===== src/madt_pkg.sv =====
// shared types and constants of the madt entry parser
package madt_pkg;

    // item kinds carried on the slave-side tuser
    localparam logic [1:0] MODE_START = 2'd0;
    localparam logic [1:0] MODE_BYTE  = 2'd1;
    localparam logic [1:0] MODE_QUERY = 2'd2;

    // parse phase codes
    localparam logic [1:0] PH_HEADER  = 2'd0;
    localparam logic [1:0] PH_RECORDS = 2'd1;
    localparam logic [1:0] PH_DONE    = 2'd2;
    localparam logic [1:0] PH_BAD     = 2'd3;

    // header layout
    localparam int unsigned LEN_OFF   = 4;
    localparam int unsigned LAPIC_OFF = 36;
    localparam int unsigned REC_OFF   = 44;

    // record types
    localparam logic [7:0] REC_LAPIC    = 8'd0;
    localparam logic [7:0] REC_IOAPIC   = 8'd1;
    localparam logic [7:0] REC_OVERRIDE = 8'd2;

    typedef struct packed {
        logic [31:0] lapic;
        logic [31:0] ioapic;
        logic        bsp_seen;
        logic [7:0]  bsp_value;
        logic [1:0]  phase;
    } t_parse_status;

    typedef struct packed {
        logic        valid;
        logic [7:0]  irq;
        logic [31:0] gsi;
        logic [15:0] flags;
    } t_ovr_append;

    typedef struct packed {
        logic        hit;
        logic [31:0] gsi;
        logic [15:0] flags;
    } t_ovr_result;

endpackage


===== src/madt_byte_fsm.sv =====
// byte-serial walker over the madt header and its type/length records
module madt_byte_fsm (
    input  logic                   i_clk,
    input  logic                   i_rst_n,
    input  logic                   i_step,
    input  logic [1:0]             i_mode,
    input  logic [7:0]             i_byte,
    output madt_pkg::t_parse_status o_status,
    output madt_pkg::t_ovr_append  o_append,
    output logic                   o_clear
);
    import madt_pkg::*;

    logic [31:0] r_offset, n_offset;
    logic [31:0] r_tlen, n_tlen;
    logic [1:0]  r_phase, n_phase;
    logic [31:0] r_lapic, n_lapic;
    logic [31:0] r_ioapic, n_ioapic;
    logic        r_bsp_seen, n_bsp_seen;
    logic [7:0]  r_bsp_value, n_bsp_value;
    logic [7:0]  r_rtype, n_rtype;
    logic [7:0]  r_rlen, n_rlen;
    logic [7:0]  r_rpos, n_rpos;
    logic [7:0]  r_byte3, n_byte3;
    logic [31:0] r_word, n_word;
    logic [15:0] r_half, n_half;

    logic [31:0] w_lane;
    logic [15:0] w_half_lane;
    logic        w_bad;
    logic        w_rec_end;

    always_comb begin
        n_offset    = r_offset;
        n_tlen      = r_tlen;
        n_phase     = r_phase;
        n_lapic     = r_lapic;
        n_ioapic    = r_ioapic;
        n_bsp_seen  = r_bsp_seen;
        n_bsp_value = r_bsp_value;
        n_rtype     = r_rtype;
        n_rlen      = r_rlen;
        n_rpos      = r_rpos;
        n_byte3     = r_byte3;
        n_word      = r_word;
        n_half      = r_half;
        o_append    = '0;
        o_clear     = 1'b0;
        w_lane      = '0;
        w_half_lane = '0;
        w_bad       = 1'b0;
        w_rec_end   = 1'b0;

        if (i_step) begin
            case (i_mode)
                MODE_START: begin
                    o_clear     = 1'b1;
                    n_offset    = '0;
                    n_tlen      = '0;
                    n_phase     = PH_HEADER;
                    n_lapic     = '0;
                    n_ioapic    = '0;
                    n_bsp_seen  = 1'b0;
                    n_bsp_value = '0;
                    n_rtype     = '0;
                    n_rlen      = '0;
                    n_rpos      = '0;
                    n_byte3     = '0;
                    n_word      = '0;
                    n_half      = '0;
                end
                MODE_BYTE: begin
                    if (r_phase == PH_HEADER) begin
                        // both header words sit on 4-byte aligned offsets
                        w_lane = {24'd0, i_byte} << {r_offset[1:0], 3'b000};
                        if (r_offset inside {[LEN_OFF:LEN_OFF+3]}) begin
                            n_tlen = r_tlen | w_lane;
                        end else if (r_offset inside {[LAPIC_OFF:LAPIC_OFF+3]}) begin
                            n_lapic = r_lapic | w_lane;
                        end
                        n_offset = r_offset + 32'd1;
                        if (n_offset >= REC_OFF) begin
                            w_rec_end = 1'b1;
                        end
                    end else if (r_phase == PH_RECORDS) begin
                        n_offset = r_offset + 32'd1;
                        w_lane = {24'd0, i_byte} << {r_rpos[1:0], 3'b000};
                        w_half_lane = {8'd0, i_byte} << {r_rpos[0], 3'b000};
                        if (r_rpos == 8'd0) begin
                            n_rtype = i_byte;
                        end else if (r_rpos == 8'd1) begin
                            n_rlen = i_byte;
                            // too short, or reaching past the table end
                            w_bad = (i_byte < 8'd2) ||
                                    (({2'd0, r_offset} - 34'd1 + {26'd0, i_byte}) >
                                     {2'd0, r_tlen});
                        end else if (r_rpos == 8'd3) begin
                            n_byte3 = i_byte;
                        end else if (r_rpos inside {[8'd4:8'd7]}) begin
                            n_word = r_word | w_lane;
                        end else if (r_rpos inside {[8'd8:8'd9]}) begin
                            n_half = r_half | w_half_lane;
                        end

                        if (w_bad) begin
                            n_phase = PH_BAD;
                        end else if ((({1'b0, r_rpos} + 9'd1) >= {1'b0, n_rlen}) &&
                                     (r_rpos != 8'd0)) begin
                            // last byte of the record: use it, then open the next
                            w_rec_end = 1'b1;
                            case (r_rtype)
                                REC_LAPIC: begin
                                    if (n_word[0] && !r_bsp_seen) begin
                                        n_bsp_seen  = 1'b1;
                                        n_bsp_value = n_byte3;
                                    end
                                end
                                REC_IOAPIC: begin
                                    if (r_ioapic == '0) begin
                                        n_ioapic = n_word;
                                    end
                                end
                                REC_OVERRIDE: begin
                                    o_append.valid = 1'b1;
                                    o_append.irq   = n_byte3;
                                    o_append.gsi   = n_word;
                                    o_append.flags = n_half;
                                end
                                default: begin
                                end
                            endcase
                        end else begin
                            n_rpos = r_rpos + 8'd1;
                        end
                    end
                end
                default: begin
                end
            endcase

            if (w_rec_end) begin
                n_rpos  = '0;
                n_rtype = '0;
                n_rlen  = '0;
                n_byte3 = '0;
                n_word  = '0;
                n_half  = '0;
                if (({2'd0, n_offset} + 34'd2) > {2'd0, r_tlen}) begin
                    n_phase = PH_DONE;
                end else begin
                    n_phase = PH_RECORDS;
                end
            end
        end
    end

    always_ff @(posedge i_clk) begin
        if (!i_rst_n) begin
            r_offset    <= '0;
            r_tlen      <= '0;
            r_phase     <= PH_HEADER;
            r_lapic     <= '0;
            r_ioapic    <= '0;
            r_bsp_seen  <= 1'b0;
            r_bsp_value <= '0;
            r_rtype     <= '0;
            r_rlen      <= '0;
            r_rpos      <= '0;
            r_byte3     <= '0;
            r_word      <= '0;
            r_half      <= '0;
        end else begin
            r_offset    <= n_offset;
            r_tlen      <= n_tlen;
            r_phase     <= n_phase;
            r_lapic     <= n_lapic;
            r_ioapic    <= n_ioapic;
            r_bsp_seen  <= n_bsp_seen;
            r_bsp_value <= n_bsp_value;
            r_rtype     <= n_rtype;
            r_rlen      <= n_rlen;
            r_rpos      <= n_rpos;
            r_byte3     <= n_byte3;
            r_word      <= n_word;
            r_half      <= n_half;
        end
    end

    assign o_status.lapic     = r_lapic;
    assign o_status.ioapic    = r_ioapic;
    assign o_status.bsp_seen  = r_bsp_seen;
    assign o_status.bsp_value = r_bsp_value;
    assign o_status.phase     = r_phase;

endmodule


===== src/madt_ovr_table.sv =====
// interrupt override store with parallel first-match lookup
module madt_ovr_table #(
    parameter int MAX_OVERRIDES = 16,
    parameter int CNT_W         = $clog2(MAX_OVERRIDES + 1)
) (
    input  logic                  i_clk,
    input  logic                  i_rst_n,
    input  logic                  i_step,
    input  logic                  i_clear,
    input  madt_pkg::t_ovr_append i_append,
    input  logic                  i_query,
    input  logic [31:0]           i_irq,
    output logic [CNT_W-1:0]      o_count,
    output madt_pkg::t_ovr_result o_result
);
    import madt_pkg::*;

    localparam int IDX_W = (MAX_OVERRIDES > 1) ? $clog2(MAX_OVERRIDES) : 1;

    logic [7:0]  r_irq   [MAX_OVERRIDES];
    logic [31:0] r_gsi   [MAX_OVERRIDES];
    logic [15:0] r_flags [MAX_OVERRIDES];
    logic [CNT_W-1:0] r_count;

    logic        w_full;
    logic        w_hit;
    logic [31:0] w_gsi;
    logic [15:0] w_flags;
    t_ovr_result r_result, n_result;

    assign w_full = (r_count >= CNT_W'(MAX_OVERRIDES));

    always_ff @(posedge i_clk) begin
        if (i_append.valid && !w_full) begin
            r_irq[r_count[IDX_W-1:0]]   <= i_append.irq;
            r_gsi[r_count[IDX_W-1:0]]   <= i_append.gsi;
            r_flags[r_count[IDX_W-1:0]] <= i_append.flags;
        end
    end

    always_ff @(posedge i_clk) begin
        if (!i_rst_n || i_clear) begin
            r_count <= '0;
        end else if (i_append.valid && !w_full) begin
            r_count <= r_count + CNT_W'(1);
        end
    end

    // walk from the top so the lowest matching entry wins
    always_comb begin
        w_hit   = 1'b0;
        w_gsi   = i_irq;
        w_flags = '0;
        for (int i = MAX_OVERRIDES - 1; i >= 0; i--) begin
            if ((CNT_W'(i) < r_count) && (i_irq[31:8] == '0) &&
                (r_irq[i] == i_irq[7:0])) begin
                w_hit   = 1'b1;
                w_gsi   = r_gsi[i];
                w_flags = r_flags[i];
            end
        end
    end

    always_comb begin
        n_result = '0;
        if (i_query) begin
            n_result.hit   = w_hit;
            n_result.gsi   = w_gsi;
            n_result.flags = w_flags;
        end
    end

    always_ff @(posedge i_clk) begin
        if (i_step) begin
            r_result <= n_result;
        end
    end

    assign o_count  = r_count;
    assign o_result = r_result;

endmodule


===== src/madt_entry_parser.sv =====
// top level of the madt entry parser: input stage, record walker, override table
//
// One item per clock in steady state, while the result side takes each result.
// An item sits in an input register; with the output free the header/record byte
// walker and the override compare (one comparator per table entry) run from
// that register and the new state and lookup result are registered together,
// which is what the result word shows. The input register takes a new transfer
// whenever the item it holds moves on, so a waiting result does not stop intake
// until both stages are full. Item kind on tuser: 0 clears everything and starts
// a new table, 1 feeds the next table byte, 2 looks up an irq, 3 only reports.
// Override entries are not cleared; only entries below the stored count are ever
// compared, so no clearing pass is needed after reset.
module madt_entry_parser #(
    parameter int MAX_OVERRIDES = 16
) (
    input  logic                 i_clk,
    input  logic                 i_rst_n,
    input  logic                 i_s_tvalid,
    output logic                 o_s_tready,
    input  logic [39:0]          i_s_tdata,   // data_byte[7:0], irq[39:8]
    input  logic [1:0]           i_s_tuser,   // mode[1:0]
    output logic                 o_m_tvalid,
    input  logic                 i_m_tready,
    // lapic_base, ioapic_base, apic_ready, bsp_found, bsp_id, override_count,
    // parse_phase, gsi, override_hit, override_flags, zero fill
    output logic [((125 + $clog2(MAX_OVERRIDES + 1) + 7) / 8) * 8 - 1:0] o_m_tdata
);
    import madt_pkg::*;

    localparam int CNT_W   = $clog2(MAX_OVERRIDES + 1);
    localparam int RAW_W   = 125 + CNT_W;
    localparam int OUT_W   = ((RAW_W + 7) / 8) * 8;

    // input stage
    logic        r_in_valid;
    logic [1:0]  r_in_mode;
    logic [7:0]  r_in_byte;
    logic [31:0] r_in_irq;
    logic        r_out_valid;

    logic        w_s_xfer;
    logic        w_out_free;
    logic        w_step;

    t_parse_status    w_status;
    t_ovr_append      w_append;
    logic             w_clear;
    logic [CNT_W-1:0] w_count;
    t_ovr_result      w_result;
    logic             w_ready;

    assign w_out_free = !r_out_valid || i_m_tready;
    assign w_step     = r_in_valid && w_out_free;
    assign o_s_tready = !r_in_valid || w_out_free;
    assign w_s_xfer   = i_s_tvalid && o_s_tready;

    always_ff @(posedge i_clk) begin
        if (!i_rst_n) begin
            r_in_valid  <= 1'b0;
            r_out_valid <= 1'b0;
        end else begin
            r_in_valid  <= w_s_xfer || (r_in_valid && !w_step);
            r_out_valid <= w_step || (r_out_valid && !i_m_tready);
        end
    end

    // payload of the input stage, loaded on every slave-side transfer
    always_ff @(posedge i_clk) begin
        if (w_s_xfer) begin
            r_in_mode <= i_s_tuser;
            r_in_byte <= i_s_tdata[7:0];
            r_in_irq  <= i_s_tdata[39:8];
        end
    end

    madt_byte_fsm u_fsm (
        .i_clk    (i_clk),
        .i_rst_n  (i_rst_n),
        .i_step   (w_step),
        .i_mode   (r_in_mode),
        .i_byte   (r_in_byte),
        .o_status (w_status),
        .o_append (w_append),
        .o_clear  (w_clear)
    );

    madt_ovr_table #(
        .MAX_OVERRIDES (MAX_OVERRIDES),
        .CNT_W         (CNT_W)
    ) u_ovr (
        .i_clk    (i_clk),
        .i_rst_n  (i_rst_n),
        .i_step   (w_step),
        .i_clear  (w_clear),
        .i_append (w_append),
        .i_query  (r_in_mode == MODE_QUERY),
        .i_irq    (r_in_irq),
        .o_count  (w_count),
        .o_result (w_result)
    );

    // state only moves when a result is loaded, so it stays put while a result waits
    assign w_ready    = (w_status.lapic != '0) && (w_status.ioapic != '0);
    assign o_m_tvalid = r_out_valid;
    assign o_m_tdata  = {
        {(OUT_W - RAW_W){1'b0}},
        w_result.flags,
        w_result.hit,
        w_result.gsi,
        w_status.phase,
        w_count,
        (w_status.bsp_seen ? w_status.bsp_value : 8'd0),
        w_status.bsp_seen,
        w_ready,
        (w_ready ? w_status.ioapic : 32'd0),
        w_status.lapic
    };

endmodule


===== config.mk =====
export PLATFORM = sky130hd
export DESIGN_NAME = madt_entry_parser
export DESIGN_NICKNAME = d
export VERILOG_FILES = /design/src/madt_pkg.sv /design/src/madt_byte_fsm.sv /design/src/madt_ovr_table.sv /design/src/madt_entry_parser.sv
export SDC_FILE = /design/constraint.sdc
export NUM_CORES = 2
export LEC_CHECK = 0
export BUFFER_PORTS_ARGS = -buffer_cell sky130_fd_sc_hd__buf_2
export CAP_MARGIN = 25
export CELL_PAD_IN_SITES_DETAIL_PLACEMENT = 0
export CELL_PAD_IN_SITES_GLOBAL_PLACEMENT = 2
export CORE_MARGIN = 3
export CORE_UTILIZATION = 43
export DETAILED_ROUTE_END_ITERATION = 10
export GPL_ROUTABILITY_DRIVEN = 1
export PLACE_DENSITY_LB_ADDON = 0.25
export SYNTH_ARGS = -nofsm -noshare
export SYNTH_HDL_FRONTEND = slang
export SYNTH_HIERARCHICAL = 1
export SYNTH_SLANG_ARGS = --single-unit

===== constraint.sdc =====
create_clock -name i_clk -period 10.8 [get_ports i_clk]
set_clock_uncertainty 0.2 [all_clocks]
set_input_delay 2.16 -clock i_clk [delete_from_list [all_inputs] [get_ports i_clk]]
set_output_delay 2.16 -clock i_clk [all_outputs]
set_load 0.02 [all_outputs]

==> results.sh <==
export IMPL_cpLargestDelayFamily="simple AND/OR/NAND/NOR gates"
export IMPL_grt_pass1_vias=39670
export IMPL_grtUsageTotal=0.2909
export IMPL_busiest_layer="met2"
export IMPL_nFillCells=11370
export IMPL_core_um2=128300
export IMPL_power_density_nw_per_um2=160.4
export IMPL_wl_per_cell_um=29.56
export IMPL_holdBufCountCts=0
export IMPL_path_clk_slew_ns=0.06
export IMPL_synth_cell_type_count=104
export IMPL_die_area_um2=134400
export IMPL_syn_area_um2=55920
export IMPL_cts_made_buffers=135
export IMPL_start_util=0.4357
export IMPL_ant_nets=0
export IMPL_grt_use_met2=0.4743
export IMPL_required_ns=11.06
export IMPL_syn_mean_instance_area_um2=11.61
export IMPL_vias_per_cell=6.135
export IMPL_synthTopCellsByArea="edfxtp_1 53%, dfxtp_1 8.1%, a21oi_1 3.1%"
export IMPL_boundaryPins=184
export IMPL_nets=5101
export IMPL_setup_viol=0
export IMPL_relSlewSlack=0.2446
export IMPL_status="finished clean"
export IMPL_met3_usage=0.06110
export IMPL_start_kind="register"
export IMPL_crit_buf_inv=4
export IMPL_die_h_um=366.6
export IMPL_p_total_mw=10.21
export IMPL_tightestPinTransition_ns=1.129
export IMPL_synth_top_cell_area_share=0.5300
export IMPL_critPathMaxFanout=20
export IMPL_cts_tree="built"
export IMPL_cts_resized=0
export IMPL_yosysTopAreaCell="edfxtp_1"
export IMPL_met1_usage=0.3858
export IMPL_gr_total_overflow=0
export IMPL_arrival_ns=9.84
export IMPL_root_buffer="clkbuf_16"
export IMPL_yosysWarnings=6
export IMPL_dp_cells=6540
export IMPL_drive_gt1_frac=0.1360
export IMPL_synthFlopType="edfxtp_1"
export IMPL_yosysMostFrequentCell="edfxtp_1"
export IMPL_clkLatencyLatePin_ns=0.78
export IMPL_yosysSeqAreaShare=0.6109
export IMPL_grt_max_degree=67
export IMPL_cts_max_level=4
export IMPL_detailed_place_hpwl_mm=128.4
export IMPL_drt_wl_total_mm=201.0
export IMPL_max_vdd_ir_drop_mv=0.1646
export IMPL_finalSetupTns_ns=0
export IMPL_multi_input_comb_area_um2=20040
export IMPL_regArea_um2=34160
export IMPL_via_count=41730
export IMPL_antenna_found_initial=11
export IMPL_syn_to_final_growth_pct=13.88
export IMPL_end_kind="register"
export IMPL_final_hold_viol_count=0
export IMPL_grt_pass1_wl_mm=285.7
export IMPL_setup_ws_ns=1.222
export IMPL_p_leak_nw=22.42
export IMPL_drc=0
export IMPL_firstDrtPassIters=7
export IMPL_synth_async_reset_ratio=0
export IMPL_drtIter0Drc=4807
export IMPL_synth_common_cells="987 x edfxtp_1, 433 x nor2_1, 363 x nand2_1"
export IMPL_fmax_mhz=104.4
export IMPL_crit_type="reg2reg"
export IMPL_syn_inst=4815
export IMPL_post_place_ws_ns=1.379
export IMPL_cts_setup_buffers=0
export IMPL_holdCritPathClass="reg2reg"
export IMPL_cts_sinks=1213
export IMPL_min_period_ns=9.578
export IMPL_cts_path_max_buffers=3
export IMPL_fin_crit_sh=0.8869
export IMPL_synth_edf_count=987
export IMPL_finalNonFillerCells=6802
export IMPL_drv_cap=0
export IMPL_place_congestion=0.8808
export IMPL_cpMaxStageDelayCell="nor2_4"
export IMPL_ys_ff_latch=1213
export IMPL_rsz0062_at_grt="false"
export IMPL_finalMaxSlewViolations=0
export IMPL_numPortBuffers=177
export IMPL_rows=131
export IMPL_die_width_um=366.6
export IMPL_max_stage_delay_ns=0.80
-- sequential cells by signal, summed over array words and instances (netlist names), 16 cells and up --
signal,cells
u_fsm/r_word,32
u_ovr/r_irq,128
u_fsm/r_lapic,32
u_fsm/r_half,16
u_ovr/r_gsi,512
u_ovr/o_result,49
u_fsm/r_ioapic,32
u_fsm/r_tlen,32
u_fsm/r_offset,32
u_ovr/r_flags,256
r_in_irq,32
-- power breakdown --
| group | switching, mW | leakage [nW] | internal (mW) |
|---|---|---|---|
| clock | 1.95 | 2.21 | 2.77 |
| combinational | 0.306 | 8.73 | 0.159 |
| sequential | 0.0213 | 11.5 | 5.01 |
-- per-layer routing --
| layer | routed length (µm) | vias to the layer above |
|---|---|---|
| met5 | 34 | - |
| met4 | 6746 | 4 |
| met3 | 18470 | 388 |
| met2 | 94500 | 1992 |
| met1 | 81280 | 20770 |
| li1 | - | 18570 |
-- cells in the final DEF, fill, tap and decap left out, drive strengths merged, types with 34 or more instances in the layout --
master | synthesis | routed
o211ai | 40 | 40
mux2i | 51 | 51
nand3 | 111 | 111
clkinv | 0 | 36
nor4 | 97 | 97
o221ai | 49 | 49
a21o | 65 | 65
nand2 | 363 | 363
xor2 | 100 | 100
or3 | 34 | 34
ha | 92 | 92
edfxtp | 987 | 987
clkbuf | 191 | 187
inv | 104 | 113
nand4 | 73 | 73
nor2b | 49 | 49
a221oi | 49 | 49
dfxtp | 226 | 226
nor3 | 134 | 134
nor2 | 437 | 437
xnor2 | 117 | 117
a22oi | 70 | 70
buf | 150 | 346
a31oi | 63 | 63
a21oi | 350 | 350
o21ai | 286 | 286
-- final timing paths --
path	startpoint	to	slack, ns	cells past startpoint
min	u_fsm/r_rlen[1]	u_fsm/r_rlen[1]	0.26	2
min reg2reg	u_fsm/r_rlen[1]	u_fsm/r_rlen[1]	0.26	2
max reg2reg	u_fsm/r_offset[1]	u_ovr/r_gsi[4][12]	1.22	30
max	u_fsm/r_offset[1]	u_ovr/r_gsi[4][12]	1.22	30
-- worst register-to-register path: cells and delay by family, from the launching register on --
kind	cells	cell delay [ns]
buffers and inverters	4	0.96
xor gates and xnor gates	1	0.14
DFF	1	0.48
adders and majority gates	3	0.86
and+or+nand+nor	13	4.63
AOI/OAI and AO/OA	9	1.98
-- per-stage QoR --
stage | hold WS, ns | utilization | cell area, µm²
4_1_cts | 0.2630 | 0.4952 | 63560
2_1_floorplan | 0.2249 | - | 55940
5_1_grt | 0.2740 | 0.4962 | 63680
6_report | 0.2597 | 0.4962 | 63680
3_3_place_gp | 0.2413 | 0.4593 | 58940
3_5_place_dp | 0.2438 | 0.4598 | 59010
-- cells by family after synthesis --
group	share of synthesized area
multiplexers	0.009934
XOR/XNOR	0.03399
AND/OR/NAND/NOR	0.1312
AO/OA/AOI/OAI	0.1563
flip-flops	0.6109
adder cells (fa/ha/maj)	0.02094
other	0.00006706
buffers and inverters	0.03663
-- cell type report --
cell class,count,share of cell area
flip-flops and latches,1213,0.5365
inverters,104,0.006130
diodes,1,0.00003930
well taps,1729,0.03397
clock inverters,60,0.01120
multi-input cells,3162,0.3147
repair buffers,346,0.03733
clock buffers,187,0.06018
Note: power is estimated with default switching activity, not from simulation.
